$ cat src/ucs_ram.sv
// Generic single-write, single-read RAM with registered read data.
module ucs_ram #(
    parameter int WIDTH = 32,
    parameter int DEPTH = 64
) (
    input  logic                                 clk,
    input  logic                                 we,
    input  logic [((DEPTH > 1) ? $clog2(DEPTH) : 1)-1:0] waddr,
    input  logic [WIDTH-1:0]                     wdata,
    input  logic [((DEPTH > 1) ? $clog2(DEPTH) : 1)-1:0] raddr,
    output logic [WIDTH-1:0]                     rdata
);
    logic [WIDTH-1:0] mem [DEPTH];
    logic [WIDTH-1:0] rdata_reg;

    always_ff @(posedge clk)
    begin
        if (we)
        begin
            mem[waddr] <= wdata;
        end
        rdata_reg <= mem[raddr];
    end

    assign rdata = rdata_reg;
endmodule

$ cat config.mk
export PLATFORM = sky130hd
export DESIGN_NAME = ucs_ram
export DESIGN_NICKNAME = d
export VERILOG_FILES = /design/src/ucs_ram.sv
export SDC_FILE = /design/constraint.sdc
export NUM_CORES = 2
export LEC_CHECK = 0
export BUFFER_PORTS_ARGS = -buffer_cell sky130_fd_sc_hd__buf_2
export CORE_MARGIN = 2
export CORE_UTILIZATION = 45
export DETAILED_ROUTE_END_ITERATION = 6
export GPL_ROUTABILITY_DRIVEN = 0
export PLACE_DENSITY_LB_ADDON = 0.15
export SLEW_MARGIN = 20
export SYNTH_ARGS = -nofsm -noshare
export SYNTH_HDL_FRONTEND = slang
export SYNTH_SLANG_ARGS = --single-unit
$ cat constraint.sdc
create_clock -name clk -period 8.01 [get_ports clk]
set_input_delay 0.801 -clock clk [delete_from_list [all_inputs] [get_ports clk]]
set_output_delay 0.801 -clock clk [all_outputs]
set_load 0.02 [all_outputs]
==> After elaboration in Yosys (flattened, before gate mapping) <==
Memories as Yosys holds them, arrays and structs flattened. A register that Yosys moved wholly into a read port is not among the register bits.
Index checks and enable logic that the tools add are counted.
{ "op_classes": {"add_sub_neg": 0, "mul": 0, "div": 0, "magnitude_cmp": 0, "n_eq_ne": 0, "n_shift": 0, "n_mux": 2, "bitwise": 0, "n_reduce_logical": 0} }
{ "op_table": {"columns": ["op", "n"], "rows": [
  ["$mux W1", 2]
]} }
{ "word_totals": {"ff_bits": 0, "latch_bits": 0, "mem_bits_rw": 2048, "romBits": 0, "inputBits": 46, "output_inout_bits": 32, "word_cells": 3, "memories": 1} }
{ "mem_list": {"columns": ["memory", "words", "word_bits", "read_ports", "rd_ports_with_merged_regs", "wr", "line", "rtl"], "rows": [
  ["mem", 64, 32, 1, 1, 1, "13", "logic [WIDTH-1:0] mem [DEPTH];"]
]} }

==> Depth between registers and ports, before layout <==
{ "depth": {"ltp_word": 2, "mapped_depth": 10, "depth_no_buf": 5} }

==> Worst setup path before layout <==
OpenSTA, ideal clock, no wires.
{ "synth_path": {"kind": "input to register", "startpoint": "input port waddr[3] (netlist bit)", "endpoint": "memory mem[48][0] (enable)", "setup_time_ns": 0.461, "arrival_time_ns": 3.500, "required_ns": 7.549, "setup_slack_ns": 4.049, "path_stages": 4, "path_buffers": 1, "cell_sequence": "clkbuf_1 > nor2b_1 > nand4b_1 > nor3_1"} }
{ "synth_lines": {"columns": ["item", "line", "rtl"], "rows": [
  ["start, declared", "8", "input logic [((DEPTH > 1) ? $clog2(DEPTH) : 1)-1:0] waddr,"],
  ["end, declared", "13", null]
]} }
No word-level cell before the write port.

==> metrics.md <==
| Metric | Value |
|---|---|
| Status | `complete, no violations` |
| Vias in the first global route | `around 38,000` |
| Max-cap violations | `0` |
| Final nets | `roughly 3,600` |
| Final min period | `3620 ps` |
| FF-to-FF setup slack | `5540 ps` |
| Initial antenna violation count | `15` |
| Routed vias | `37,285` |
| Synth Instances | `3,324` |
| GRT overflow | `0` |
| Sink Count | `2,080` |
| Gr usage total | `24.0%` |
| Layout cells sized above 1 | `29.6%` |
| Register bit count reported by yosys | `2,080` |
| Relative slew slack | `approximately 27%` |
| Avg Vias per Cell | `6.17` |
| Post-route ant nets | `0` |
| Hold Fails Final Rpt | `0` |
| Port buffer count | `77` |
| Largest net degree at the start of global routing | `93` |
| Die X | `422 µm` |
| RSZ-0062 raised after global routing | `false` |
| Number of synthesized flops with an enable pin | `2,048` |
| Number of setup violations in the final report | `0` |
| Hold WC Path Type | `input port to flop` |
| Drt total wl | `213,000 µm` |
| Drt drc | `0` |
| Hold path startpoint | `wdata[11]` |
| Pins over their slew limit | `0` |
| Num ports | `78` |
| Clk pin slew, worst setup/hold paths | `60 ps` |
| Leak | `about 28 nW` |
| H-tree levels | `4` |
| Crit path DAT | `between 4000 and 5000 ps` |
| CTS tree | `done` |
| Cell chosen for the clock root | `clkbuf_16` |
| Share of flip-flops with an asynchronous set or reset | `0%` |
| Die H | `422 µm` |
| Peak supply drop | `0.000229 V` |
| DIE AREA | `0.178 mm²` |
| Post-cts sizing count | `0` |
| WHS Endpoint | `mem[46][11]` |
| Library cells used by synthesis | `34` |
| Most frequent cells in the layout | `edfxtp_1, mux4_2, clkbuf_16` |
| Placed Instances | `between 5,000 and 6,000` |
| Commonest non-fill, non-tap cell in the layout | `edfxtp_1` |
| Syn. warnings | `0` |
| Worst skew pair latency | `850 ps` |
| Worst flop-to-flop path endpoint | `rdata[1]` |
| DR iter-0 viols | `4,627` |
| Net count after synthesis | `around 3,400` |
| CP startpoint kind | `input port` |
| Hold Path Stages | `1` |
| Seq/Total Area, Yosys | `79.1%` |
| TNS Setup | `0 ps` |
| Initial DRT Pass Iterations | `7` |
| Reg-to-Reg Start | `mem[15][1]` |
| Post-Layout Cell Count | `6,047` |
| Area grow syn2layout | `13.5%` |
| Starting Density | `45.2%` |
| Critical path class | `input port to flop` |
| FF-to-FF path depth | `4` |
| Filler cells | `13,399` |
| Avg Cell Area, Syn | `23.6 µm²` |
| Flip-flop count of the largest register after layout | `2,048` |
| Num CTS Buffers | `about 210` |
| Crit path capture type | `flop` |
| Worst-Margin Slew | `around 1100 ps` |
| Most common flop cell mapped by yosys | `edfxtp_1` |
| Number of hold buffers added after CTS | `0` |
| Postcts setup bufs | `0` |
| Wire per inst | `around 35 µm` |
| First-pass GRT wire length | `297,000 µm` |
| Worst Skew | `48.6 ps` |
| PwrDens | `254 mW/mm²` |
| Core area | `between 0.15 and 0.2 mm²` |
| Crit path max fanout | `just over 70` |
| Post-DP HPWL | `112,000 µm` |
| Max clock buf depth | `3` |
| Highest achievable clock rate | `0.276 GHz` |
| Crit share post-route | `45.2%` |
| Row count | `153` |
| Synthesized area | `0.0785 mm²` |
| Worst Path Required | `8680 ps` |
## worst max-delay path by stage
stage | end | start | depth (start not counted)
finish | rdata[1] | raddr[0] | 6
global route | rdata[1] | raddr[0] | 6
CTS | rdata[31] | raddr[0] | 6
detailed placement | rdata[31] | raddr[0] | 6
global placement | rdata[1] | raddr[0] | 6
floorplan | mem[48][0] | waddr[3] | 4
## synthesized netlist by cell type (2+ instances only)
cell type / count / area, µm²
a21oi_1: 62 / 310
a22oi_1: 12 / 90.1
a311oi_1: 8 / 70.1
a41o_1: 4 / 40.0
and2_1: 2 / 12.5
and3_1: 4 / 25.0
buf_1: 21 / 78.8
buf_2: 57 / 285
buf_4: 25 / 188
buf_6: 5 / 56.3
clkbuf_1: 74 / 278
dfxtp_1: 32 / 641
edfxtp_1: 2048 / 61500
mux2i_1: 93 / 931
mux4_2: 544 / 12300
nand2_1: 26 / 97.6
nand2b_1: 8 / 50.1
nand3_1: 5 / 25.0
nand3b_1: 5 / 37.5
nand4_1: 2 / 12.5
nor2_1: 137 / 514
nor2b_1: 15 / 93.8
nor3_1: 7 / 35.0
o221ai_1: 27 / 236
o22ai_1: 84 / 526
o32ai_1: 4 / 35.0
or3_1: 3 / 18.8
or3b_1: 2 / 17.5
or3b_2: 3 / 26.3
## stage by stage
stage / setup WS [ps] / utilization, % / hold WS (ps) / power [mW] / instance area (µm²)
floorplan: 4050 / - / 663 / 12.9 / 78500
global placement: 3600 / 47.4 / 736 / 13.4 / 82300
detailed placement: 3590 / 47.5 / 747 / 13.5 / 82400
CTS: 4490 / 51.3 / 420 / 22.9 / 89000
global route: 4340 / 51.3 / 359 / 23.3 / 89100
finish: 4390 / 51.3 / 394 / 22.7 / 89200
## cell families (layout without fill, tap and decap cells)
kind of cell / Yosys count / in the layout / share of synthesized area, %
buffers and inverters: 182 / 569 / 1.13
multiplexers: 637 / 637 / 16.8
flip-flops: 2080 / 2080 / 79.1
other: 0 / 11 / 0
AO/OA/AOI/OAI: 202 / 202 / 1.67
AND/OR/NAND/NOR: 223 / 223 / 1.27
## area by class of cell
| class | instances | area, µm² | area share, % |
|---|---|---|---|
| antenna | 11 | 27.5 | 0.0309 |
| tap | 2325 | 2910 | 3.26 |
| multi-input combinational | 1062 | 16000 | 17.9 |
| timing repair buffer | 188 | 1460 | 1.63 |
| clock buffer | 266 | 5500 | 6.17 |
| clock inverter | 115 | 1140 | 1.28 |
| sequential | 2080 | 62100 | 69.7 |
## power by group
group          internal (mW)  total (mW)  switching, mW
Clock                   5.43        9.48           4.06
Sequential              12.1        12.1         0.0593
Combinational          0.395        1.09          0.696
## worst max-delay path: stages
cell	delay [ps]
buf_8	580
buf_12	460
mux4_2	620
mux4_2	480
o22ai_1	830
nor2_1	120
## layer usage
layer	vias to the layer above	GRT usage, %	share of wire (%)
met1	20626	33.7	41
li1	14711	-	-
met5	-	0	0
met4	0	6.59	2.8
met3	290	3.65	7.0
met2	1658	39.4	49
Note: power is estimated with default switching activity, not from simulation.
