===== src/ucs_pkg.sv =====
// Shared constants and types for the UCB1 child select block.
package ucs_pkg;

    localparam int MAX_CHILDREN_DEF = 64;
    localparam int FRAC_BITS_DEF    = 16;

    localparam int GAMES_W     = 16;
    localparam int IDX_OUT_W   = 6;
    localparam int TIES_OUT_W  = 7;
    localparam int SEED_W      = 32;
    localparam int TOTAL_W     = 22;
    localparam int NORM_W      = 32;
    localparam int EXP_W       = 5;
    localparam int SQ_ITERS    = 40;
    localparam int L_W         = EXP_W + SQ_ITERS;
    localparam int ITER_CNT_W  = 6;
    localparam int LN2_W       = 64;

    localparam logic [SEED_W-1:0] SEED_RESET = 32'd1;
    localparam logic [SEED_W-1:0] LFSR_TAPS  = 32'h8020_0003;
    localparam logic [LN2_W-1:0]  LN2_Q64    = 64'hB172_17F7_D1CF_79AB;

    typedef struct packed {
        logic busy;
        logic done;
    } ucs_unit_stat_t;

endpackage


===== src/ucs_sqrt.sv =====
// Integer square root, one root bit per cycle.
module ucs_sqrt #(
    parameter int RW = 19
) (
    input  logic                    clk,
    input  logic                    rst_n,
    input  logic                    start,
    input  logic [2*RW-1:0]         radicand,
    output logic [RW-1:0]           root,
    output ucs_pkg::ucs_unit_stat_t stat
);
    import ucs_pkg::*;

    localparam int CW = $clog2(RW + 1);

    logic [2*RW-1:0] rad_reg, rad_next;
    logic [RW+1:0]   rem_reg, rem_next;
    logic [RW-1:0]   root_reg, root_next;
    logic [CW-1:0]   cnt_reg, cnt_next;
    logic            busy_reg, busy_next;
    logic            done_reg, done_next;
    logic [RW+1:0]   r_sh;
    logic [RW+1:0]   trial;
    logic            ge;

    always_comb
    begin
        r_sh      = {rem_reg[RW-1:0], rad_reg[2*RW-1:2*RW-2]};
        trial     = {root_reg, 2'b01};
        ge        = r_sh >= trial;
        rad_next  = rad_reg;
        rem_next  = rem_reg;
        root_next = root_reg;
        cnt_next  = cnt_reg;
        busy_next = busy_reg;
        done_next = 1'b0;
        if (start)
        begin
            rad_next  = radicand;
            rem_next  = '0;
            root_next = '0;
            cnt_next  = CW'(RW);
            busy_next = 1'b1;
        end
        else if (busy_reg)
        begin
            rad_next  = {rad_reg[2*RW-3:0], 2'b00};
            rem_next  = ge ? (r_sh - trial) : r_sh;
            root_next = {root_reg[RW-2:0], ge};
            cnt_next  = cnt_reg - CW'(1);
            if (cnt_reg == CW'(1))
            begin
                busy_next = 1'b0;
                done_next = 1'b1;
            end
        end
    end

    always_ff @(posedge clk or negedge rst_n)
    begin
        if (!rst_n)
        begin
            busy_reg <= 1'b0;
            done_reg <= 1'b0;
            cnt_reg  <= '0;
        end
        else
        begin
            busy_reg <= busy_next;
            done_reg <= done_next;
            cnt_reg  <= cnt_next;
        end
    end

    always_ff @(posedge clk)
    begin
        rad_reg  <= rad_next;
        rem_reg  <= rem_next;
        root_reg <= root_next;
    end

    assign root      = root_reg;
    assign stat.busy = busy_reg;
    assign stat.done = done_reg;
endmodule


===== config.mk =====
export PLATFORM = sky130hd
export DESIGN_NAME = ucs_sqrt
export DESIGN_NICKNAME = d
export VERILOG_FILES = /design/src/ucs_pkg.sv /design/src/ucs_sqrt.sv
export SDC_FILE = /design/constraint.sdc
export NUM_CORES = 1
export LEC_CHECK = 0
export BUFFER_PORTS_ARGS = -buffer_cell sky130_fd_sc_hd__buf_2
export CAP_MARGIN = 25
export CORE_AREA = 2 2 112 114
export CTS_CLUSTER_DIAMETER = 30
export DETAILED_ROUTE_END_ITERATION = 7
export DIE_AREA = 0 0 114 116
export GPL_TIMING_DRIVEN = 0
export PLACE_DENSITY_LB_ADDON = 0.3
export SYNTH_ARGS = -nofsm -noshare
export SYNTH_HDL_FRONTEND = slang
export SYNTH_SLANG_ARGS = --single-unit

===== constraint.sdc =====
create_clock -name clk -period 2.6 [get_ports clk]
set_clock_uncertainty 0.05 [all_clocks]
set_input_delay 0.26 -clock clk [delete_from_list [all_inputs] [get_ports clk]]
set_output_delay 0.26 -clock clk [all_outputs]
set_load 0.1 [all_outputs]

# Word level (Yosys, flattened, before mapping)
# Index checks and enable logic that the tools add are counted.
dict set report classes {
  n_lt_le_gt_ge 1
  muxes 11
  n_reduce_logical 1
  eq_ne 1
  addsub 2
}
# op n
set ops {}
lappend ops {{$mux W38} 2}
lappend ops {{$ge A21 B21 Y1} 1}
lappend ops {{$mux W19} 1}
lappend ops {{$sub A19 B19 Y19} 1}
lappend ops {{$mux W5} 2}
lappend ops {{$mux W1} 6}
lappend ops {{$eq A5 B1 Y1 const B} 1}
lappend ops {{$sub A5 B1 Y5 const B} 1}
lappend ops {{$reduce_bool A2 Y1} 1}
dict set report word_totals {
  out_inout_bits 21
  in_bits 41
  register_bits 83
}

# Depth between registers and ports, before layout
dict set report depth {
  word_depth 4
  ltp_mapped 12
  ltp_nobuf 10
}

# Worst setup path before layout
# No wires, ideal clock.
dict set report synth_path {
  kind {reg2reg}
  startpoint {register root_reg[12] (netlist: root[12])}
  endpoint {register rem_reg[18]}
  n_path_buf 1
  t_arrival_ps 3189
  setup_slack_ps -728
  path_stages_with_launch 11
  setup_time_ps 88
  cell_sequence {dfxtp_1 inv_1 ha_1 a21o_1 a21o_1 a221o_1 a221o_1 o21ba_4 buf_4 nand2_1 a311oi_2}
}
dict set report synth_between {
  elab_chain_len 2
  elab_cells_between_ends 3
  cone_classes {add/sub: 1; order compare: 1; mux: 1}
}
# element line
set synth_lines {}
lappend synth_lines {{from (decl)} ucs_sqrt.sv:18} ;# logic [RW-1:0] root_reg, root_next;
lappend synth_lines {{from (signal assigned)} ucs_sqrt.sv:79} ;# root_reg <= root_next;
lappend synth_lines {{$sub A19 B19 Y19 or $ge A21 B21 Y1 (tied branches)} {ucs_sqrt.sv:48, ucs_sqrt.sv:30}}
lappend synth_lines {{$mux W19 (*)} ucs_sqrt.sv:48} ;# rem_next = ge ? (r_sh - trial) : r_sh;
lappend synth_lines {{to (signal assigned)} ucs_sqrt.sv:78} ;# rem_reg <= rem_next;
lappend synth_lines {{to (decl)} ucs_sqrt.sv:17} ;# logic [RW+1:0] rem_reg, rem_next;
# Mark *: on every way between the ends. The rest lies on a longest branch, timed or not.
# A chain may end at the register's enable or synchronous reset.

# Final worst setup path
dict set report layout_path {
  startpoint {register root_reg[4] (netlist: root[4])}
  endpoint {register rem_reg[18]}
}
# Same word-level chain as after synthesis.

==> flow_summary_export.csv <==
group,metric,value,unit
timing,slew_viol_final,0,
yosys,synth_async_sr_flop_share,0.0843,
outcome,status,"complete, but fails checks",
timing,rsz0062_at_grt,"true",
detailed_routing,via_count,3592,
global_route,grt_max_degree,39,
worst_setup_path,setup.worst_path.class,"reg -> reg",
timing,tightestPinTransition,0.813,ns
yosys,synth_seq_area_share,0.460,
worst_setup_path,max_stage_delay,0.35,ns
detailed_routing,route.detailed.drc,0,
global_route,grt_overflow,0,
clocking,clock_path_buffers,2,
timing,fin_ws,-0.0909,ns
detailed_routing,drt-initial-drc-count,141,
detailed_routing,drt.antenna.violating_nets,0,
worst_setup_path,critPathMaxFanout,10,
yosys,synth_edf_count,38,
timing,relSlewSlack,0.458,
worst_setup_path,worstPathArrival,2.89,ns
layout,area_growth,32.6,%
yosys,synth_area_leaders,"edfxtp_1 (25%), dfxtp_1 (17%), mux2_2 (9.2%)",
timing,setup-tns-final,-0.358,ns
clocking,cts_tree,"yes",
timing,period_needed,2.69,ns
clocking,cts.sinks,83,
worst_setup_path,path_cells,"inv_2, ha_4, o21ai_2, a221o_1, o211a_1, o31a_1, o21ba_4, buf_12, a31o_2, a311oi_2",
pwr,ir_drop,507,uV
placed_design,dp_hpwl,7350,microns
yosys,syn-mean-instance-area,10.4,sq um
layout,final_nets,594,
pwr,power.share.clock,0.170,
clocking,path_clk_slew,0.07,ns
pwr,seqPwrFrac,0.241,
detailed_routing,vias_per_cell,5.27,
timing,finalCritPeriodShare,1.03,
clocking,cts_buffers,9,
global_route,grt_pass1_wl,17100,microns
worst_setup_path,critPathSlowestCell,"dfxtp_4",
worst_setup_path,end_kind,"flop",
clocking,htree_levels,3,
placed_design,dp_slack,-0.161,ns
placed_design,port-buffer-count,60,
global_route,antenna_found_initial,0,
detailed_routing,drt_pre_antenna_iters,4,
yosys,ys.flop_type,"edfxtp_1",
yosys,yosysTopAreaCell,"edfxtp_1",
floorplan,core,11900,sq um
pwr,intPower,4.47,mW
pwr,combPwrFrac,0.588,
floorplan,die_area,13200,sq um
layout,fillers,1087,
global_route,grtUsageTotal,0.168,
timing,fmax,0.372,GHz
yosys,ys_types,56,
yosys,synth_area,4510,sq um
placed_design,placed_cell_area,5190,sq um
pwr,p_leak,2.56,nW
layout,final_area,5990,sq um
layout,drive_gt1_frac,0.422,
pwr,p_switching,2.80,mW
yosys,synth.top_cell.area_share,0.253,
timing,finalSetupViolations,8,
pwr,p_per_area,1210,nW/um^2
yosys,yosysWarningCount,0,
worst_setup_path,worst_ep_required_time,2.80,ns
global_route,grt_pass1_vias,3445,
detailed_routing,routedWlPerCell,15.9,microns
clocking,clk_latency,0.35,ns
floorplan,die_y,116,microns
floorplan,die-width,114,microns
layout,fin_util,0.503,
yosys,synth_seq_cells,83,
floorplan,num_rows,40,
timing,timing.final.hold_violations,0,
job,maxCapViolCount,0,
outcome,violations,"negative setup slack",
floorplan,initial_utilization,0.379,
clocking,cts_root_buf,"clkbuf_16",
worst_setup_path,cp-start-kind,"flop",
layout,largest_register_ffs,38,
detailed_routing,wl,10900,microns
floorplan,ios,62,
yosys,syn-num-nets,497,
placed_design,place.gp.congestion,0.918,
worst_hold_path,hp-class,"in -> reg",
yosys,postSynthCellCount,433,
layout,diodes,0,
pwr,swShare,0.385,
[placed cells by master (no fill, tap or decap), types with 4 or more instances in the layout]
cell type	n
ha_4	14
clkbuf_16	10
dfxtp_1	14
mux2i_1	24
dfrtp_1	7
ha_1	8
a21oi_2	4
a21oi_1	13
nor3_1	7
buf_6	6
inv_1	20
buf_2	60
inv_2	7
nand2_1	15
edfxtp_1	38
inv_6	4
nor2_4	5
buf_4	20
o21ai_0	12
a21o_1	7
xnor2_1	10
nor2_1	54
clkbuf_1	12
mux2_2	37
nand2b_1	4
a211oi_2	7
xor2_1	4
a211oi_1	10
dfxtp_2	9
dfxtp_4	15
[metal layers]
layer | vias up | GRT usage | routed length, microns
met3 | 20 | 0.0371 | 445
met2 | 78 | 0.268 | 5100
met5 | - | 0 | 0
li1 | 1758 | - | -
met4 | 0 | 0.0789 | 282
met1 | 1736 | 0.219 | 5030
[kinds of logic (layout without fill, tap and decap cells)]
logic type / after synthesis / in the layout / share of synthesized area
DFF: 83 / 83 / 0.460
and+or+nand+nor: 114 / 114 / 0.118
muxes: 62 / 62 / 0.148
xor gates and xnor gates: 14 / 14 / 0.0272
buffers and inverters: 51 / 153 / 0.0482
AOI/OAI and AO/OA: 86 / 86 / 0.136
adders and majority gates: 23 / 23 / 0.0637
[cell type report]
type                    count  area, sq um  share of cell area
well taps                 147          184              0.0307
clock inverters             7         57.6             0.00961
repair buffers             87          566              0.0944
clock buffers               9          225              0.0376
plain buffers              22          141              0.0236
flip-flops and latches     83         2140               0.358
multi-input cells         299         2560               0.428
inverters                  28          108              0.0180
[metrics by stage]
step / hold slack, ns / power [mW] / std cells
2_1_floorplan: -0.0856 / 4.09 / 433
5_1_grt: 0.153 / 7.67 / 682
3_5_place_dp: 0.0490 / 4.69 / 640
6_report: 0.145 / 7.27 / 682
3_3_place_gp: 0.0458 / 4.64 / 640
4_1_cts: 0.136 / 6.32 / 670
[final timing paths]
check	start	to	slack, ns	cells after the start
min in group asynchronous	rst_n	done_reg	0.20	2
max in group asynchronous	rst_n	cnt_reg[3]	2.14	2
hold reg to reg	root[16]	root[16]	0.46	2
hold / removal	radicand[0]	rad_reg[0]	0.14	2
setup / recovery	root[4]	rem_reg[18]	-0.09	10
setup reg to reg	root[4]	rem_reg[18]	-0.09	10
[critical path, delay by kind of cell (launching register included)]
| kind | cells | cell delay [ns] |
|---|---|---|
| buf+inv | 2 | 0.20 |
| fa+ha+maj | 1 | 0.29 |
| compound gates | 7 | 1.70 |
| flops | 1 | 0.35 |
[power by group through the flow]
stage	Sequential [mW]	Clock, mW	Combinational (mW)
2_1_floorplan	1.81	0	2.28
3_3_place_gp	1.74	0	2.90
3_5_place_dp	1.75	0	2.94
4_1_cts	1.73	1.27	3.32
5_1_grt	1.78	1.31	4.58
6_report	1.76	1.24	4.28
[repair_timing]
action / 4_1_cts / 5_1_grt
cloned: 1 / 1
buffers inserted: 13 / 11
hold buffers: 1 / 0
gates resized for setup: 19 / 48
pin swaps: 6 / 20
hold endpoints to repair: 7 / 0
endpoints found under the setup margin: 55 / 56
[cell usage after synthesis (4+ instances only)]
library cell / instances
a211oi_1: 15
a21o_1: 7
a21oi_1: 19
clkbuf_1: 15
dfrtp_1: 7
dfxtp_1: 38
edfxtp_1: 38
ha_1: 23
inv_1: 28
mux2_2: 37
mux2i_1: 25
nand2_1: 15
nand2b_1: 4
nor2_1: 59
nor3_1: 8
o21ai_0: 16
xnor2_1: 10
xor2_1: 4
No activity file was read; power rests on OpenSTA's default activity.
