$ cat config.mk
export PLATFORM = sky130hd
export DESIGN_NAME = ucs_ln
export DESIGN_NICKNAME = d
export VERILOG_FILES = /design/src/ucs_pkg.sv /design/src/ucs_ln.sv
export SDC_FILE = /design/constraint.sdc
export NUM_CORES = 2
export LEC_CHECK = 0
export BUFFER_PORTS_ARGS = -buffer_cell sky130_fd_sc_hd__buf_4
export CORE_UTILIZATION = 40
export CTS_BUF_LIST = sky130_fd_sc_hd__clkbuf_8 sky130_fd_sc_hd__clkbuf_16
export DETAILED_ROUTE_END_ITERATION = 10
export PLACE_DENSITY = 0.62
export SYNTH_ARGS = -nofsm -noshare
export SYNTH_HDL_FRONTEND = slang
export SYNTH_SLANG_ARGS = --single-unit
$ cat constraint.sdc
create_clock -name clk -period 8.15 [get_ports clk]
set_input_delay 0 -clock clk [delete_from_list [all_inputs] [get_ports clk]]
set_output_delay 0 -clock clk [all_outputs]
set_load 0.01 [all_outputs]
$ cat src/ucs_pkg.sv
// Shared constants and types for the UCB1 child select block.
package ucs_pkg;

    localparam int MAX_CHILDREN_DEF = 64;
    localparam int FRAC_BITS_DEF    = 16;

    localparam int GAMES_W     = 16;
    localparam int IDX_OUT_W   = 6;
    localparam int TIES_OUT_W  = 7;
    localparam int SEED_W      = 32;
    localparam int TOTAL_W     = 22;
    localparam int NORM_W      = 32;
    localparam int EXP_W       = 5;
    localparam int SQ_ITERS    = 40;
    localparam int L_W         = EXP_W + SQ_ITERS;
    localparam int ITER_CNT_W  = 6;
    localparam int LN2_W       = 64;

    localparam logic [SEED_W-1:0] SEED_RESET = 32'd1;
    localparam logic [SEED_W-1:0] LFSR_TAPS  = 32'h8020_0003;
    localparam logic [LN2_W-1:0]  LN2_Q64    = 64'hB172_17F7_D1CF_79AB;

    typedef struct packed {
        logic busy;
        logic done;
    } ucs_unit_stat_t;

endpackage

$ cat src/ucs_ln.sv
// Fixed-point natural log of the play total by repeated squaring.
module ucs_ln #(
    parameter int FRAC_BITS = 16
) (
    input  logic                           clk,
    input  logic                           rst_n,
    input  logic                           start,
    input  logic [ucs_pkg::TOTAL_W-1:0]    total,
    output logic [FRAC_BITS+4:0]           ln_val,
    output ucs_pkg::ucs_unit_stat_t        stat
);
    import ucs_pkg::*;

    localparam int LN_W     = FRAC_BITS + 5;
    localparam int LN_SHIFT = 104 - FRAC_BITS - L_W;
    localparam int ACC_W    = LN2_W + 1;

    localparam logic [2:0] L_IDLE  = 3'd0;
    localparam logic [2:0] L_NORM  = 3'd1;
    localparam logic [2:0] L_SQMUL = 3'd2;
    localparam logic [2:0] L_SQUPD = 3'd3;
    localparam logic [2:0] L_MUL   = 3'd4;

    logic [2:0]            state_reg, state_next;
    logic [NORM_W-1:0]     m_reg, m_next;
    logic [EXP_W-1:0]      n_reg, n_next;
    logic [2*NORM_W-1:0]   prod_reg, prod_next;
    logic [SQ_ITERS-1:0]   bits_reg, bits_next;
    logic [L_W-1:0]        l_reg, l_next;
    logic [ACC_W-1:0]      acc_reg, acc_next;
    logic [ITER_CNT_W-1:0] cnt_reg, cnt_next;
    logic                  done_reg, done_next;
    logic [NORM_W:0]       sq_top;
    logic [ACC_W:0]        acc_sum;

    always_comb
    begin
        sq_top     = prod_reg[2*NORM_W-1:NORM_W-1];
        acc_sum    = {1'b0, acc_reg} + (l_reg[0] ? {2'b00, LN2_Q64} : '0);
        state_next = state_reg;
        m_next     = m_reg;
        n_next     = n_reg;
        prod_next  = prod_reg;
        bits_next  = bits_reg;
        l_next     = l_reg;
        acc_next   = acc_reg;
        cnt_next   = cnt_reg;
        done_next  = 1'b0;
        unique case (state_reg)
            L_IDLE:
            begin
                if (start)
                begin
                    if (total == '0)
                    begin
                        acc_next  = '0;
                        done_next = 1'b1;
                    end
                    else
                    begin
                        m_next     = NORM_W'(total);
                        n_next     = EXP_W'(NORM_W - 1);
                        state_next = L_NORM;
                    end
                end
            end
            L_NORM:
            begin
                if (m_reg[NORM_W-1])
                begin
                    cnt_next   = '0;
                    state_next = L_SQMUL;
                end
                else
                begin
                    m_next = {m_reg[NORM_W-2:0], 1'b0};
                    n_next = n_reg - EXP_W'(1);
                end
            end
            L_SQMUL:
            begin
                prod_next  = m_reg * m_reg;
                state_next = L_SQUPD;
            end
            L_SQUPD:
            begin
                m_next    = sq_top[NORM_W] ? sq_top[NORM_W:1] : sq_top[NORM_W-1:0];
                bits_next = {bits_reg[SQ_ITERS-2:0], sq_top[NORM_W]};
                cnt_next  = cnt_reg + ITER_CNT_W'(1);
                if (cnt_reg == ITER_CNT_W'(SQ_ITERS - 1))
                begin
                    l_next     = {n_reg, bits_reg[SQ_ITERS-2:0], sq_top[NORM_W]};
                    acc_next   = '0;
                    cnt_next   = '0;
                    state_next = L_MUL;
                end
                else
                begin
                    state_next = L_SQMUL;
                end
            end
            L_MUL:
            begin
                acc_next = acc_sum[ACC_W:1];
                l_next   = {1'b0, l_reg[L_W-1:1]};
                cnt_next = cnt_reg + ITER_CNT_W'(1);
                if (cnt_reg == ITER_CNT_W'(L_W - 1))
                begin
                    done_next  = 1'b1;
                    state_next = L_IDLE;
                end
            end
            default:
            begin
                state_next = L_IDLE;
            end
        endcase
    end

    always_ff @(posedge clk or negedge rst_n)
    begin
        if (!rst_n)
        begin
            state_reg <= L_IDLE;
            cnt_reg   <= '0;
            done_reg  <= 1'b0;
        end
        else
        begin
            state_reg <= state_next;
            cnt_reg   <= cnt_next;
            done_reg  <= done_next;
        end
    end

    always_ff @(posedge clk)
    begin
        m_reg    <= m_next;
        n_reg    <= n_next;
        prod_reg <= prod_next;
        bits_reg <= bits_next;
        l_reg    <= l_next;
        acc_reg  <= acc_next;
    end

    assign ln_val    = acc_reg[LN_SHIFT +: LN_W];
    assign stat.busy = state_reg != L_IDLE;
    assign stat.done = done_reg;
endmodule

# ---- Word-level counts from Yosys, hierarchy flattened
# Index checks and enable logic that the tools add are counted.
dict set report op_classes {
  n_addsub 3
  mul 1
  eq_ne 13
  muxes 29
  n_reduce_logical 15
}
# op n
set ops {}
lappend ops {{$mux W65} 3}
lappend ops {{$pmux W65 S3} 1}
lappend ops {{$mux W32} 4}
lappend ops {{$pmux W32 S3} 1}
lappend ops {{$pmux W45 S2} 1}
lappend ops {{$add A65 B64 Y66} 1}
lappend ops {{$mul A32 B32 Y64} 1}
lappend ops {{$mux W64} 1}
lappend ops {{$mux W45} 1}
lappend ops {{$logic_not A22 Y1} 1}
lappend ops {{$pmux W6 S3} 1}
lappend ops {{$reduce_and A4 Y1} 4}
lappend ops {{$mux W3} 5}
lappend ops {{$mux W5} 3}
lappend ops {{$pmux W3 S5} 1}
lappend ops {{$ne A2 B2 Y1 const B} 7}
lappend ops {{$eq A6 B6 Y1 const B} 2}
lappend ops {{$mux W6} 2}
lappend ops {{$reduce_bool A3 Y1} 4}
lappend ops {{$pmux W5 S2} 1}
lappend ops {{$add A6 B1 Y6 const B} 1}
lappend ops {{$eq A3 B2 Y1 const B} 2}
lappend ops {{$sub A5 B1 Y5 const B} 1}
lappend ops {{$reduce_and A2 Y1} 2}
lappend ops {{7 further kinds} 10}
dict set report totals {
  regBits 260
  inputBits 25
  output_inout_bits 23
  wordCells 71
}

# ---- Logic depth before layout (Yosys ltp)
dict set report depth {
  ltp_word 4
  ltp_mapped 30
}

# ---- Least setup slack after synthesis
# No wires, ideal clock.
dict set report synth_path {
  path_type {register -> register}
  from {register m_reg[5]}
  to {register prod_reg[61] (data pin)}
  arrival_time_ps 7160
  required_ps 7892
  path_slack_ps 733
  stages_incl_launch_ff 28
  n_path_buf 2
  period_less_slack_ps 7417
  cell_sequence {edfxtp_1 > clkbuf_1 > clkbuf_1 > nand2_1 > fa_1 > inv_1 > fa_1 > fa_1 > inv_1 > fa_1 > inv_1 > fa_1 > fa_1 > fa_1 > inv_1 > fa_1 > inv_1 > ha_1 > and4_4 > and3_1 > a22oi_2 > o22ai_1 > o21ai_1 > a41oi_2 > o41a_1 > a21o_1 > a21oi_2 > xnor2_1}
}
dict set report synth_between {
  elab_chain_cells 1
}
# element line
set synth_lines {}
lappend synth_lines {{from (decl)} ucs_ln.sv:25} ;# logic [NORM_W-1:0] m_reg, m_next;
lappend synth_lines {{from (signal assigned)} ucs_ln.sv:138} ;# m_reg <= m_next;
lappend synth_lines {{$mul A32 B32 Y64} ucs_ln.sv:82} ;# prod_next = m_reg * m_reg;
lappend synth_lines {{to (signal assigned)} ucs_ln.sv:140} ;# prod_reg <= prod_next;
lappend synth_lines {{to (decl)} ucs_ln.sv:27} ;# logic [2*NORM_W-1:0] prod_reg, prod_next;
# Every way passes these cells.
# A chain may end at the register's enable or synchronous reset.

# ---- Final worst setup path
dict set report layout_path {
  from {register m_reg[4]}
  to {register prod_reg[63] (data pin)}
}
# Same word-level chain as after synthesis.

==> impl_metrics.env <==
export IMPL_status="finished, final reports clean"
export IMPL_slew_limit_headroom_pct=29.42
export IMPL_placed_area_mm2=0.04328
export IMPL_worst_slew_pin_slew_ns=1.059
export IMPL_portBuffers=47
export IMPL_remaining_drc_errors=0
export IMPL_vias=27740
export IMPL_areaGrowthSynthToFinish_pct=9.273
export IMPL_die_area_mm2=0.1032
export IMPL_grtUsageTotal_pct=20.03
export IMPL_ant_nets=0
export IMPL_rows=116
export IMPL_synth_top_area_share_pct=38.90
export IMPL_h_tree_depth=1
export IMPL_via_per_inst=4.933
export IMPL_final_common_cell="inv_1"
export IMPL_r2r_end="prod_reg[63]"
export IMPL_gr_total_overflow=0
export IMPL_largest_reg_flops=65
export IMPL_path_max_fanout=14
export IMPL_r2r_start="m_reg[4]"
export IMPL_finalSetupViolations=0
export IMPL_cts_tree="done"
export IMPL_worstSetupPathType="flip-flop to flip-flop"
export IMPL_die_h_um=321.2
export IMPL_period_minus_slack_ns=7.909
export IMPL_start_util_pct=40.53
export IMPL_gp_congestion=0.9100
export IMPL_fin_skew_ns=0.03728
export IMPL_critPathMostFrequentCell="fa_1"
export IMPL_cts_root_buf="clkbuf_16"
export IMPL_max_stage_delay_ns=0.55
export IMPL_dp_hpwl_mm=81.69
export IMPL_drive_gt1_share_pct=6.778
export IMPL_ys_seq_area_share_pct=16.75
export IMPL_multi_input_area_mm2=0.02951
export IMPL_register_area_mm2=0.006828
export IMPL_final_core_util_pct=44.28
export IMPL_coreArea_mm2=0.1006
export IMPL_postSynthCellCount=4197
export IMPL_synth_distinct_cells=75
export IMPL_reg2regPathDepth=28
export IMPL_avgSynthCellArea_um2=9.712
export IMPL_slew_viol_final=0
export IMPL_fillers=9521
export IMPL_cp_slowest_cell="fa_1"
export IMPL_place_inst=5544
export IMPL_die_x_um=321.2
export IMPL_synth_area_leaders="fa_1, edfxtp_1, ha_1"
export IMPL_synth_seq_cells=229
export IMPL_antenna_found_initial=5
export IMPL_yosys_warnings=0
export IMPL_cts_buffer_depth=3
export IMPL_synthesis_nets=5353
export IMPL_cp_end_kind="flip-flop"
export IMPL_hold_violations=0
export IMPL_synth_ff_type="edfxtp_1"
export IMPL_clock_sinks=229
export IMPL_grt_pass1_vias=30190
export IMPL_endpoint="prod_reg[63]"
export IMPL_synth_edff_count=219
export IMPL_cts_made_buffers=27
export IMPL_fin_nets=5402
export IMPL_yosys_area_top_type="fa_1"
export IMPL_routedWlPerCell_um=17.67
export IMPL_rsz0062_at_grt="yes"
export IMPL_ioPinCount=48
export IMPL_drtIter0Drc=1841
export IMPL_async_flop_share_pct=4.367
export IMPL_wl_mm=99.40
export IMPL_maxCapViolCount=0
export IMPL_clk_latency_ns=0.58
export IMPL_final_cell_mix="inv_1, fa_1, nand2_1"
export IMPL_clk_pin_slew_ns=0.07
export IMPL_cp_start_kind="flip-flop"
export IMPL_regToRegSetupSlack_ns=0.24
export IMPL_critPathRequiredTime_ns=8.47
export IMPL_final_cells=5624
export IMPL_crit_arrival_ns=8.23
export IMPL_synth_area_mm2=0.04076
export IMPL_hold_path_class="input pin to flip-flop"
export IMPL_grt_pass1_wl_mm=162.7
export IMPL_stdcell_area_mm2=0.04454
export IMPL_grt_max_degree=91
export IMPL_max_freq_mhz=126.4
export IMPL_fin_crit_sh_pct=97.04
export IMPL_dr_pass1_iters=6
export IMPL_startpoint="m_reg[4]"
metrics by stage:
stage	setup slack, ns	hold WS [ns]	TNS, ns
6_report	0.2413	0.2568	0
5_1_grt	-0.02860	0.2706	-0.02860
4_1_cts	0.01249	0.2470	0
3_5_place_dp	0.02938	-0.1526	0
3_3_place_gp	0.1269	-0.1532	0
2_1_floorplan	0.7327	-0.2956	0
worst min-delay path by stage:
stage          cells after the start    endpoint  slack (ns)  startpoint
2_1_floorplan                      0  cnt_reg[0]       -0.30       rst_n
3_3_place_gp                       1    done_reg       -0.15       rst_n
3_5_place_dp                       1    done_reg       -0.15       rst_n
4_1_cts                            4   m_reg[12]        0.25   total[12]
5_1_grt                            4    m_reg[8]        0.27    total[8]
6_report                           4    m_reg[8]        0.26    total[8]
Yosys cell counts (all sizes together) (3+ instances only):
cell / n
a31o: 12
xnor2: 68
edfxtp: 219
or2: 8
mux2i: 14
inv: 1009
nor3b: 17
nor3: 34
and3: 24
xor2: 72
a41oi: 8
o211ai: 4
ha: 339
a22oi: 4
a211oi: 11
and4: 4
o21ai: 101
dfrtp: 10
o21a: 11
o2111ai: 3
nor4: 11
a21boi: 7
a31oi: 24
mux2: 22
nand4: 23
a21o: 50
o31ai: 8
and2: 235
or4: 3
o21bai: 15
a21oi: 130
buf: 33
nor2b: 18
fa: 792
nand2: 490
nand2b: 9
o22ai: 6
nor2: 152
or3: 7
nand3: 28
clkbuf: 141
critical path, delay by kind of cell, from the launching register on:
kind,cells,cell delay [ns]
compound gates,8,1.44
buf+inv,7,0.76
simple gates,3,0.60
flops,1,0.53
xor+xnor,1,0.14
fa+ha+maj,9,4.16
kinds of logic (layout without fill, tap and decap cells):
family	Yosys count	after routing	share of synthesized area (%)
buf+inv	1184	1251	11.12
flops	229	229	16.75
compound gates	409	409	6.452
fa+ha+maj	1131	1131	49.30
xor+xnor	140	140	3.008
mux	36	36	0.9516
other cells	0	3	0
simple gates	1068	1068	12.41
metal layers:
| layer | track usage (%) | share of wire (%) |
|---|---|---|
| met1 | 27.09 | 44 |
| met2 | 34.80 | 49 |
| met3 | 1.637 | 4.7 |
| met4 | 4.667 | 2.4 |
| met5 | 0 | 0 |
layout make-up:
type	count	share of cell area (%)
well taps	1357	3.812
diodes	3	0.01685
clock inverters	18	0.3399
repair buffers	194	4.149
flip-flops and latches	229	15.33
multi-input cells	2784	66.26
inverters	1010	8.511
clock buffers	29	1.579
what timing repair did:
action                     4_1_cts  5_1_grt
pin swaps                        0        1
hold endpoints to repair        34        0
setup endpoints to repair        1       14
buffers inserted                 2        3
resized for setup                0       17
hold buffers                    25        0
Power is not shown: default switching activity piles up to over one toggle a cycle in this logic, so the estimate is an artifact.
