### src/ucs_pkg.sv
// Shared constants and types for the UCB1 child select block.
package ucs_pkg;

    localparam int MAX_CHILDREN_DEF = 64;
    localparam int FRAC_BITS_DEF    = 16;

    localparam int GAMES_W     = 16;
    localparam int IDX_OUT_W   = 6;
    localparam int TIES_OUT_W  = 7;
    localparam int SEED_W      = 32;
    localparam int TOTAL_W     = 22;
    localparam int NORM_W      = 32;
    localparam int EXP_W       = 5;
    localparam int SQ_ITERS    = 40;
    localparam int L_W         = EXP_W + SQ_ITERS;
    localparam int ITER_CNT_W  = 6;
    localparam int LN2_W       = 64;

    localparam logic [SEED_W-1:0] SEED_RESET = 32'd1;
    localparam logic [SEED_W-1:0] LFSR_TAPS  = 32'h8020_0003;
    localparam logic [LN2_W-1:0]  LN2_Q64    = 64'hB172_17F7_D1CF_79AB;

    typedef struct packed {
        logic busy;
        logic done;
    } ucs_unit_stat_t;

endpackage

### src/ucs_div.sv
// Restoring divider, one quotient bit per cycle, shared for all divisions.
module ucs_div #(
    parameter int DW = 32
) (
    input  logic                          clk,
    input  logic                          rst_n,
    input  logic                          start,
    input  logic [DW-1:0]                 dividend,
    input  logic [ucs_pkg::GAMES_W-1:0]   divisor,
    output logic [DW-1:0]                 quotient,
    output logic [ucs_pkg::GAMES_W-1:0]   remainder,
    output ucs_pkg::ucs_unit_stat_t       stat
);
    import ucs_pkg::*;

    localparam int CW = $clog2(DW + 1);

    logic [DW-1:0]      q_reg, q_next;
    logic [GAMES_W-1:0] d_reg, d_next;
    logic [GAMES_W-1:0] rem_reg, rem_next;
    logic [CW-1:0]      cnt_reg, cnt_next;
    logic               busy_reg, busy_next;
    logic               done_reg, done_next;
    logic [GAMES_W:0]   shifted;
    logic [GAMES_W:0]   diff;
    logic               ge;

    always_comb
    begin
        shifted   = {rem_reg, q_reg[DW-1]};
        diff      = shifted - {1'b0, d_reg};
        ge        = shifted >= {1'b0, d_reg};
        q_next    = q_reg;
        d_next    = d_reg;
        rem_next  = rem_reg;
        cnt_next  = cnt_reg;
        busy_next = busy_reg;
        done_next = 1'b0;
        if (start)
        begin
            q_next    = dividend;
            d_next    = divisor;
            rem_next  = '0;
            cnt_next  = CW'(DW);
            busy_next = 1'b1;
        end
        else if (busy_reg)
        begin
            q_next   = {q_reg[DW-2:0], ge};
            rem_next = ge ? diff[GAMES_W-1:0] : shifted[GAMES_W-1:0];
            cnt_next = cnt_reg - CW'(1);
            if (cnt_reg == CW'(1))
            begin
                busy_next = 1'b0;
                done_next = 1'b1;
            end
        end
    end

    always_ff @(posedge clk or negedge rst_n)
    begin
        if (!rst_n)
        begin
            busy_reg <= 1'b0;
            done_reg <= 1'b0;
            cnt_reg  <= '0;
        end
        else
        begin
            busy_reg <= busy_next;
            done_reg <= done_next;
            cnt_reg  <= cnt_next;
        end
    end

    always_ff @(posedge clk)
    begin
        q_reg   <= q_next;
        d_reg   <= d_next;
        rem_reg <= rem_next;
    end

    assign quotient  = q_reg;
    assign remainder = rem_reg;
    assign stat.busy = busy_reg;
    assign stat.done = done_reg;
endmodule

### config.mk
export PLATFORM = sky130hd
export DESIGN_NAME = ucs_div
export DESIGN_NICKNAME = d
export VERILOG_FILES = /design/src/ucs_pkg.sv /design/src/ucs_div.sv
export SDC_FILE = /design/constraint.sdc
export NUM_CORES = 1
export LEC_CHECK = 0
export BUFFER_PORTS_ARGS = -buffer_cell sky130_fd_sc_hd__buf_2
export CAP_MARGIN = 40
export CORE_MARGIN = 5
export CORE_UTILIZATION = 41
export CTS_BUF_LIST = sky130_fd_sc_hd__clkbuf_16
export DETAILED_ROUTE_END_ITERATION = 8
export PLACE_DENSITY_LB_ADDON = 0.2
export REMOVE_ABC_BUFFERS = 1
export SYNTH_ARGS = -nofsm -noshare
export SYNTH_HDL_FRONTEND = slang
export SYNTH_SLANG_ARGS = --single-unit
export TNS_END_PERCENT = 30
### constraint.sdc
create_clock -name clk -period 5.7 [get_ports clk]
set_input_delay 1.14 -clock clk [delete_from_list [all_inputs] [get_ports clk]]
set_output_delay 1.14 -clock clk [all_outputs]
set_load 0.05 [all_outputs]
## Yosys cells after proc, flatten, opt, wreduce, memory -nomap -nowiden

Index checks and enable logic that the tools add are counted.

- Register bits: 72
- Latch bits: 0
- RAM bits: 0
- ROM bits: 0
- Input port bits: 51
- Output and inout bits: 50
- Word-level logic and storage cells: 22
- Memories kept: 0

- Add/subtract/negate cells: 2
- Multipliers: 0
- Divide/modulo/power cells: 0
- Order comparisons: 1
- Equal/unequal tests: 1
- Shift-type cells: 0
- Muxes and demuxes: 11
- Bitwise gates (word level): 0
- Reduce and logical (&&, ||, !) cells: 1

Operators by type and width:

| kind | number |
|---|---|
| two-way mux 32 bit | 2 |
| greater-or-equal comparator 17 x 16 -> 1 bit | 1 |
| two-way mux 16 bit | 1 |
| subtractor 16 bit | 1 |
| two-way mux 6 bit | 2 |
| == test 6 x 1 -> 1 bit (second input constant) | 1 |
| two-way mux 1 bit | 6 |
| subtractor 6 x 1 -> 6 bit (second input constant) | 1 |
| nonzero test 2 bit | 1 |

## Depth between registers and ports, before layout

Gate-level depths: netlist of the first run.

- Word-level depth: 4
- Gate-level depth with buffers: 12
- Gate-level depth less buffers: 10

## Worst setup path before layout of the first run

Ideal clock, no wire load.

- Path type: reg-to-reg
- Start: register q_reg[31] (netlist: quotient[31])
- End: register rem_reg[8] (netlist: remainder[8])
- Library setup time: 91 ps
- Arrival: 2571 ps
- Required time: 5609 ps
- Slack: 3038 ps
- Cell stages (with the launch flop): 11
- Path buffers: 0
- Clock period less this slack: 2662 ps
- Cells stage by stage: edfxtp_1 > inv_1 > ha_1 > fa_1 > nand2b_1 > a21oi_1 > nor4b_1 > or3_1 > xnor2_1 > nand2_1 > a311oi_1

- Word-level cells in the longest chain between the ends: 2
- Elaborated cells between the ends (all ways): 3
- Those cells by class: add/sub (1); order compare (1); mux (1)

RTL lines:

| what | RTL line | source |
|---|---|---|
| start, declared | ucs_div.sv:18 | `logic [DW-1:0] q_reg, q_next;` |
| start signal, assigned | ucs_div.sv:78 | `q_reg <= q_next;` |
| subtractor 16 bit or greater-or-equal comparator 17 x 16 -> 1 bit (tied branches) | ucs_div.sv:31, ucs_div.sv:32 |  |
| two-way mux 16 bit (*) | ucs_div.sv:50 | `rem_next = ge ? diff[GAMES_W-1:0] : shifted[GAMES_W-1:0];` |
| end signal, assigned | ucs_div.sv:80 | `rem_reg <= rem_next;` |
| end, declared | ucs_div.sv:20 | `logic [GAMES_W-1:0] rem_reg, rem_next;` |

Every way passes the cells marked *; elsewhere a longest branch is shown, timed or not.
A chain may end at the register's enable or synchronous reset.

## Final worst setup path of the first run

- Start: register d_reg[1]
- End: register rem_reg[3] (netlist: remainder[3])

- Word-level cells in the longest chain between the ends: 2
- Elaborated cells between the ends (all ways): 3
- Those cells by class: add/sub (1); order compare (1); mux (1)

RTL lines:

| what | RTL line | source |
|---|---|---|
| start, declared | ucs_div.sv:19 | `logic [GAMES_W-1:0] d_reg, d_next;` |
| start signal, assigned | ucs_div.sv:79 | `d_reg <= d_next;` |
| subtractor 16 bit or greater-or-equal comparator 17 x 16 -> 1 bit (tied branches) | ucs_div.sv:31, ucs_div.sv:32 |  |
| two-way mux 16 bit (*) | ucs_div.sv:50 |  |

Marked as above.

==> impl_metrics.yaml, run 1 <==
placed_design:
  place_area_mm2: 0.004499
  dp_slack_ps: 2548
  routabilityCongestion: 0.7745
  hpwl_um: 6063
  port_buffers: 100
drt:
  firstDrtPassIters: 4
  drc_errors: 0
  postRouteWirelength_um: 8551
  route.antenna.remaining_nets: 0
  vias_per_cell: 5.115
  vias: 2926
  drtIter0Drc: 126
  wl_per_cell_um: 14.95
clock_network:
  post-cts-setup-buffer-count: 0
  clkSinkCount: 72
  htreeDepth: 3
  path_clk_slew_ps: 60
  cts_tree: "done"
  numCtsBuffers: 9
  cts-root-buf: "clkbuf_16"
  cts_resized: 0
  clk_latency_ps: 330
  cts.path.max_buffers: 2
  cts_hold_buf: 0
synth:
  yosysTopAreaCell: "edfxtp_1"
  synth_cell_types: 62
  async_reset_ff_share_pct: 11.11
  syn_area_mm2: 0.003886
  synth_commonest_cells: "48 x edfxtp_1, 31 x mux2_2, 31 x nor2_1"
  synth_most_common_cell: "edfxtp_1"
  ys.flop_type: "edfxtp_1"
  yosysSeqAreaShare_pct: 50.48
  synthCells: 342
  synthTopCellsByArea: "edfxtp_1 37%, mux2_2 9.0%, dfxtp_1 8.2%"
  syn_area_per_cell_um2: 11.36
  yosys_warnings: 0
  synth_edf_count: 48
  synth_top_area_share_pct: 37.09
  synth_seq_cells: 72
pwr:
  p_sw_mw: 0.6585
  intPower_mw: 1.175
  p_total_mw: 1.833
  pwr_density_cell_mw_per_mm2: 381.8
  p_comb_share_pct: 30.6
  p_leak_nw: 2.089
  pwr-share-clk_pct: 31.4
  p_seq_share_pct: 38.0
  ir_drop_v: 0.0002446
  switching_share_pct: 35.92
sta:
  setup-violations-final: 0
  worst_slack_ps: 2921
  timing.final.crit_share_pct: 48.76
  grt_setup_unrepaired: "no"
  tns_ps: 0
  finalMaxSlewViolations: 0
  worst_pin_slew_ps: 1025
  fin_worst_skew_ps: 11.43
  period_minus_slack_ps: 2779
  max_slew_margin_pct: 31.65
  hold_viol: 0
  timing.fmax_mhz: 359.8
grt:
  grt_pass1_wl_um: 13950
  antenna_found_initial: 0
  grt_use_total_pct: 15.06
  grt.overflow.total: 0
  grt_pass1_vias: 2923
  grt_start_max_net_pins: 75
layout:
  postLayoutCoreUtil_pct: 51.97
  antenna_cells: 0
  final_area_mm2: 0.004802
  layout-drive-gt1-share_pct: 35.67
  nets: 508
  largest_reg_flops: 32
  area_growth_pct: 23.57
worst_setup_path:
  critPathCaptureType: "flip-flop"
  worstSetupPathType: "reg2reg"
  worst-path-max-fanout: 20
  start_kind: "flip-flop"
  cp.required_ps: 5930
  critPathArrivalTime_ps: 3000
floorplanning:
  num_rows: 35
  dieWidth_um: 107.4
  initial_core_util_pct: 42.06
  dieHeight_um: 107.4
  die-area_mm2: 0.01153
  io_pins: 101
  core-area_mm2: 0.009240
hold_path:
  hp-class: "reg2reg"
outcome:
  outcome: "finished, final reports clean"
run:
  drv_cap: 0
[power groups by stage]
stage | logic [mW] | clock network [mW] | registers (mW)
2_1_floorplan | 0.250 | 0 | 0.878
3_3_place_gp | 0.546 | 0 | 0.710
3_5_place_dp | 0.563 | 0 | 0.706
4_1_cts | 0.564 | 0.592 | 0.698
5_1_grt | 0.608 | 0.611 | 0.709
6_report | 0.560 | 0.576 | 0.697
[area by class of cell]
type                       instances  area (um2)
multi-input combinational        226        1715
fill                             861        4438
tap                              129       161.4
clock buffer                       9       225.2
clock inverter                     7       77.57
timing repair buffer             103       563.0
sequential                        72        1962
inverter                          26       97.59
[routing by layer]
| layer | GRT usage (%) | vias to the layer above | routed length [um] |
|---|---|---|---|
| li1 | - | 1452 | - |
| met1 | 19.62 | 1380 | 3824 |
| met2 | 23.82 | 87 | 3922 |
| met3 | 5.699 | 7 | 757 |
| met4 | 3.517 | 0 | 47 |
| met5 | 0 | - | 0 |
[final timing paths]
path | startpoint | to | slack [ps] | cells after the start
worst max-delay path | d_reg[1] | remainder[3] | 2920 | 9
worst max register to register | d_reg[1] | remainder[3] | 2920 | 9
max in group asynchronous | rst_n | cnt_reg[0] | 4880 | 1
min in group asynchronous | rst_n | done_reg | 640 | 1
worst min-delay path | remainder[4] | remainder[4] | 520 | 2
worst min register to register | remainder[4] | remainder[4] | 520 | 2
[per-stage QoR]
stage | std cells | hold WS [ps]
after floorplan | 324 | 479.2
after global placement | 554 | 503.9
after detailed placement | 556 | 510.4
after CTS | 572 | 520.2
after global routing | 572 | 536.6
final | 572 | 515.2
[cells in the final DEF, fill, tap and decap left out, drive strengths merged, types with 2 or more instances in the layout]
cell    count
or3         4
o211ai      2
nand3       7
mux2       31
nor3        5
o311a       2
o221ai      2
o21a        6
clkinv      2
nor4        2
a31oi       4
nor4b       2
xnor2      11
dfxtp      16
and4        2
xor2        5
nand4       2
a311oi      6
inv        29
o21ai      10
clkbuf      9
ha         18
a211oi      8
nand3b      2
edfxtp     48
dfrtp       8
mux2i       4
nand2      24
nor2       31
a21oi      11
nand2b      3
buf       103
a21o        3
[worst max-delay path, cell delays in order, from the launching register on]
cell,delay (ps)
edfxtp_1,380
inv_1,50
ha_1,270
nor2b_1,200
o2111ai_1,160
nand3_1,210
a21oi_2,120
a22oi_2,820
mux2i_1,170
a211oi_1,280
[cell families (layout without fill, tap and decap cells)]
| kind of cell | Yosys count | after routing | synth area share, % |
|---|---|---|---|
| DFF | 72 | 72 | 50.48 |
| xor gates and xnor gates | 16 | 16 | 3.606 |
| AOI/OAI and AO/OA | 66 | 66 | 13.14 |
| buffers and inverters | 44 | 145 | 5.376 |
| muxes | 35 | 35 | 10.01 |
| adders and majority gates | 19 | 19 | 6.310 |
| and+or+nand+nor | 90 | 90 | 11.08 |
Note: power is estimated with default switching activity, not from simulation.
==> run 2: changes to the inputs <==
Clock period 5.7 ns to 2.85 ns, I/O delays scaled along.
==> run 2 against run 1 <==
  * First-iteration DRC count down 5.6%
  * Via count decreased by 0.38%
  * Power up 100%
  * Sequential share of layout area fell by 0.053 points
  * Non-clock buffer count up 4
  * Critical endpoint is now remainder[10]
  * Largest cell class unchanged
  * Highest routed layer unchanged
==> impl_metrics.yaml, run 2 (synthesis gave the netlist of run 1 again) <==
drt:
  vias_per_cell: 5.061
  drc_errors: 0
  postRouteWirelength_um: 8606
  drtIter0Drc: 119
  firstDrtPassIters: 4
  vias: 2915
  wl_per_cell_um: 14.94
  route.antenna.remaining_nets: 0
sta:
  max_slew_margin_pct: 68.17
  grt_setup_unrepaired: "no"
  timing.fmax_mhz: 391.4
  fin_worst_skew_ps: 8.264
  tns_ps: 0
  period_minus_slack_ps: 2555
  hold_viol: 0
  timing.final.crit_share_pct: 89.65
  worst_slack_ps: 294.9
  worst_pin_slew_ps: 477.4
  setup-violations-final: 0
  finalMaxSlewViolations: 0
layout:
  layout-drive-gt1-share_pct: 36.02
  seqCellArea_mm2: 0.001962
  nets: 512
  largest_reg_flops: 32
  layout_common_cells: "100 x buf_2, 48 x edfxtp_1, 31 x mux2_2, 31 x nor2_1, 27 x inv_1"
  multi_input_area_mm2: 0.001715
  antenna_cells: 0
  fillCellCount: 837
  fin_cells: 576
  postLayoutCoreUtil_pct: 52.04
  mostFrequentLayoutCell: "buf_2"
  area_growth_pct: 23.73
grt:
  antenna_found_initial: 0
  grt_pass1_wl_um: 14030
  grt.overflow.total: 0
  grt_pass1_vias: 2922
  grt_use_total_pct: 15.24
  grt_start_max_net_pins: 40
pwr:
  p_seq_share_pct: 37.4
  pwr-share-clk_pct: 32.4
  pwr_density_cell_mw_per_mm2: 772.9
  p_leak_nw: 2.102
  intPower_mw: 2.426
  p_comb_share_pct: 30.2
  p_sw_mw: 1.290
  p_total_mw: 3.716
  ir_drop_v: 0.0004571
  switching_share_pct: 34.71
placed_design:
  port_buffers: 100
  dp.cells: 560
  hpwl_um: 6299
  routabilityCongestion: 0.8185
  dp_slack_ps: 306.3
floorplanning:
  die-area_mm2: 0.01153
  dieWidth_um: 107.4
  io_pins: 101
  num_rows: 35
  core-area_mm2: 0.009240
  dieHeight_um: 107.4
  initial_core_util_pct: 42.06
clock_network:
  clkSinkCount: 72
  cts_tree: "done"
  cts.path.max_buffers: 2
  path_clk_slew_ps: 60
  htreeDepth: 3
  numCtsBuffers: 9
  post-cts-setup-buffer-count: 0
  clk_latency_ps: 330
  cts_resized: 0
  cts-root-buf: "clkbuf_16"
  cts_hold_buf: 0
worst_setup_path:
  critPathCaptureType: "flip-flop"
  critPathCapture: "remainder[10]"
  worstSetupPathType: "reg2reg"
  rrSetupSlack_ps: 290
  crit_start: "quotient[31]"
  critPathBufInv: 1
  start_kind: "flip-flop"
  crit_path_cell_trace: "inv_1 -> ha_1 -> fa_1 -> nand2b_1 -> a21oi_1 -> nor4b_1 -> o41ai_2 -> xor2_1 -> nand2_1 -> a311oi_1"
  critPathArrivalTime_ps: 2790
  slowest_stage: "fa_1"
  crit_family: "compound AO/OA/AOI/OAI gates"
  cp.required_ps: 3080
  reg2reg_to: "remainder[10]"
  slowest_delay_ps: 410
  cp_num_cells: 10
  worstReg2RegStart: "quotient[31]"
  r2r_cells: 10
  worst-path-max-fanout: 3
hold_path:
  hp-class: "in2async"
run:
  drv_cap: 0
outcome:
  outcome: "finished, final reports clean"
==> run 2: through the flow <==
stage / cell area, um2 / hold WS [ps]
after floorplan: 3775 / 274.4
after global placement: 4489 / 423.2
after detailed placement: 4489 / 427.4
after CTS: 4808 / 65.94
after global routing: 4808 / 74.50
final: 4808 / 74.86
==> run 2: how the worst min path moves through the flow <==
| stage | cells after the start | from | to |
|---|---|---|---|
| final | 1 | rst_n | cnt_reg[4] |
| after detailed placement | 1 | rst_n | cnt_reg[4] |
| after global placement | 1 | rst_n | cnt_reg[4] |
| after global routing | 1 | rst_n | cnt_reg[4] |
| after floorplan | 0 | rst_n | busy_reg |
| after CTS | 1 | rst_n | cnt_reg[4] |
==> run 2: cell type report <==
cell class / instances / share of cell area [%]
flip-flops and latches: 72 / 40.80
multi-input cells: 226 / 35.68
repair buffers: 107 / 11.50
clock buffers: 9 / 4.684
well taps: 129 / 3.357
inverters: 26 / 2.030
clock inverters: 7 / 1.952
==> run 2: layer usage <==
metal	track usage [%]	share of wire (%)
met1	19.54	45
met2	23.28	45
met3	6.659	9.4
met4	4.599	1.1
met5	0	0
==> run 2: worst reg2reg max path, cell delays in order (launching register included) <==
cell and delay, ps:
edfxtp_1 360, inv_1 50, ha_1 220, fa_1 410
nand2b_1 200, a21oi_1 230, nor4b_1 110, o41ai_2 350
xor2_1 170, nand2_1 90, a311oi_1 270
==> run 2: power groups by stage <==
stage | clock (mW) | combinational (mW) | sequential [mW]
global route | 1.29 | 1.22 | 1.41
floorplan | 0 | 0.501 | 1.76
global placement | 0 | 1.12 | 1.41
detailed placement | 0 | 1.13 | 1.41
CTS | 1.24 | 1.13 | 1.39
finish | 1.20 | 1.12 | 1.39
==> run 3: changes to the inputs <==
Settings changed: CELL_PAD_IN_SITES_DETAIL_PLACEMENT set to 1, CELL_PAD_IN_SITES_GLOBAL_PLACEMENT set to 2, CORE_UTILIZATION 41 to 34, SKIP_LAST_GASP set to 1.
==> run 3 against run 2 <==
  * Worst hold slack worse by 13 ps
  * Combinational power hardly changed
  * Register-to-register slack worse by 30 ps
  * Die area grew 19%
  * Critical path depth did not move
  * Via count grew 2.8%
  * Global-route usage is 0.76 points higher
  * Largest power group unchanged
  * Sequential share of layout area decreased by 0.24 points
  * Critical path type unchanged
==> impl_metrics.yaml, run 3 (synthesis gave the netlist of run 1 again) <==
drt:
  vias: 2998
  postRouteWirelength_um: 10340
  wl_per_cell_um: 17.46
  vias_per_cell: 5.064
  firstDrtPassIters: 4
  route.antenna.remaining_nets: 0
  drtIter0Drc: 88
  drc_errors: 0
clock_network:
  clkSinkCount: 72
  clk_latency_ps: 340
  path_clk_slew_ps: 60
  cts-root-buf: "clkbuf_16"
  cts_hold_buf: 0
  htreeDepth: 3
  post-cts-setup-buffer-count: 0
  cts_resized: 0
  numCtsBuffers: 9
  cts_tree: "done"
  cts.path.max_buffers: 2
run:
  drv_cap: 0
floorplanning:
  io_pins: 101
  core-area_mm2: 0.01132
  die-area_mm2: 0.01367
  dieWidth_um: 116.9
  initial_core_util_pct: 34.33
  num_rows: 39
  dieHeight_um: 116.9
sta:
  hold_viol: 0
  tns_ps: 0
  timing.fmax_mhz: 387.0
  finalMaxSlewViolations: 0
  worst_slack_ps: 266.0
  setup-violations-final: 0
  period_minus_slack_ps: 2584
  timing.final.crit_share_pct: 90.67
  grt_setup_unrepaired: "no"
  fin_worst_skew_ps: 8.173
  worst_pin_slew_ps: 686.7
  max_slew_margin_pct: 54.22
worst_setup_path:
  critPathArrivalTime_ps: 2830
  start_kind: "flip-flop"
  worstSetupPathType: "reg2reg"
  cp.required_ps: 3100
  critPathCaptureType: "flip-flop"
  worst-path-max-fanout: 3
placed_design:
  dp_slack_ps: 259.9
  routabilityCongestion: 0.7560
  hpwl_um: 7728
  place_area_mm2: 0.004547
  dp.cells: 576
  port_buffers: 100
layout:
  fin_cells: 592
  layout-drive-gt1-share_pct: 36.08
  antenna_cells: 0
  mostFrequentLayoutCell: "buf_2"
  nets: 514
  area_growth_pct: 24.47
  fillCellCount: 1284
  layout_common_cells: "100 x buf_2, 48 x edfxtp_1, 31 x mux2_2, 31 x nor2_1, 27 x inv_1"
  final_area_mm2: 0.004837
  largest_reg_flops: 32
grt:
  grt_pass1_vias: 3278
  gr-max-usage-layer: "met2"
  grt_use_total_pct: 16.00
  met1_usage_pct: 18.41
  grt_pass1_wl_um: 16680
  grt.overflow.total: 0
  antenna_found_initial: 1
  grt_start_max_net_pins: 48
  met2_usage_pct: 26.01
  grt_use_met3_pct: 8.483
outcome:
  outcome: "finished, final reports clean"
hold_path:
  hp-class: "in2async"
pwr:
  ir_drop_v: 0.0004347
  p_leak_nw: 2.096
  pwr_density_cell_mw_per_mm2: 759.8
  p_total_mw: 3.675
[run 3: changes by cell type in the layout (fill, tap and decap cells not counted)]
cell,previous run,this run
buf_12,0,2
bufinv_16,2,1
clkinv_1,0,1
clkinvlp_4,1,3
inv_6,2,0
[run 3: layer usage]
layer / wire [um] / vias up
li1: - / 1456
met1: 4418 / 1447
met2: 4813 / 79
met3: 979 / 14
met4: 116 / 2
met5: 10 / -
[run 3: critical path, cell delays in order, from the launching register on]
cell and delay (ps):
edfxtp_1 370, inv_1 60, ha_1 220, fa_1 410, nand2b_1 200, a21oi_1 230
nor4b_1 120, or3_1 400, xnor2_1 150, nand2_1 70, a311oi_1 260
[run 3: through the flow]
| step | hold slack [ps] | util (%) |
|---|---|---|
| 2_1_floorplan | 274.4 | - |
| 6_report | 61.59 | 42.73 |
| 3_5_place_dp | 429.9 | 40.16 |
| 5_1_grt | 69.26 | 42.73 |
| 4_1_cts | 56.49 | 42.73 |
| 3_3_place_gp | 423.5 | 40.16 |
[run 3: worst paths after layout]
path	start	endpoint	slack [ps]	cells past startpoint
max	quotient[31]	remainder[8]	270	10
min	rst_n	cnt_reg[1]	60	1
max reg2reg	quotient[31]	remainder[8]	270	10
min reg2reg	remainder[5]	remainder[5]	520	2
max in group asynchronous	rst_n	cnt_reg[5]	2620	1
min in group clk	divisor[0]	d_reg[0]	400	1
[run 3: final cells by class]
cell class / instances / area (um2) / area share [%]
Clock inverter: 7 / 65.06 / 1.345
Timing Repair Buffer: 109 / 593.1 / 12.26
Sequential cell: 72 / 1962 / 40.56
Tap cell: 143 / 178.9 / 3.699
Clock buffer: 9 / 225.2 / 4.656
Inverter: 26 / 97.59 / 2.018
Multi-Input combinational cell: 226 / 1715 / 35.46
[run 3: where the power goes]
group          leakage (nW)  internal, mW  total (mW)  switching, mW
Sequential            0.724          1.28        1.40          0.117
Clock                 0.136         0.670        1.13          0.456
Combinational          1.24         0.383        1.15          0.765
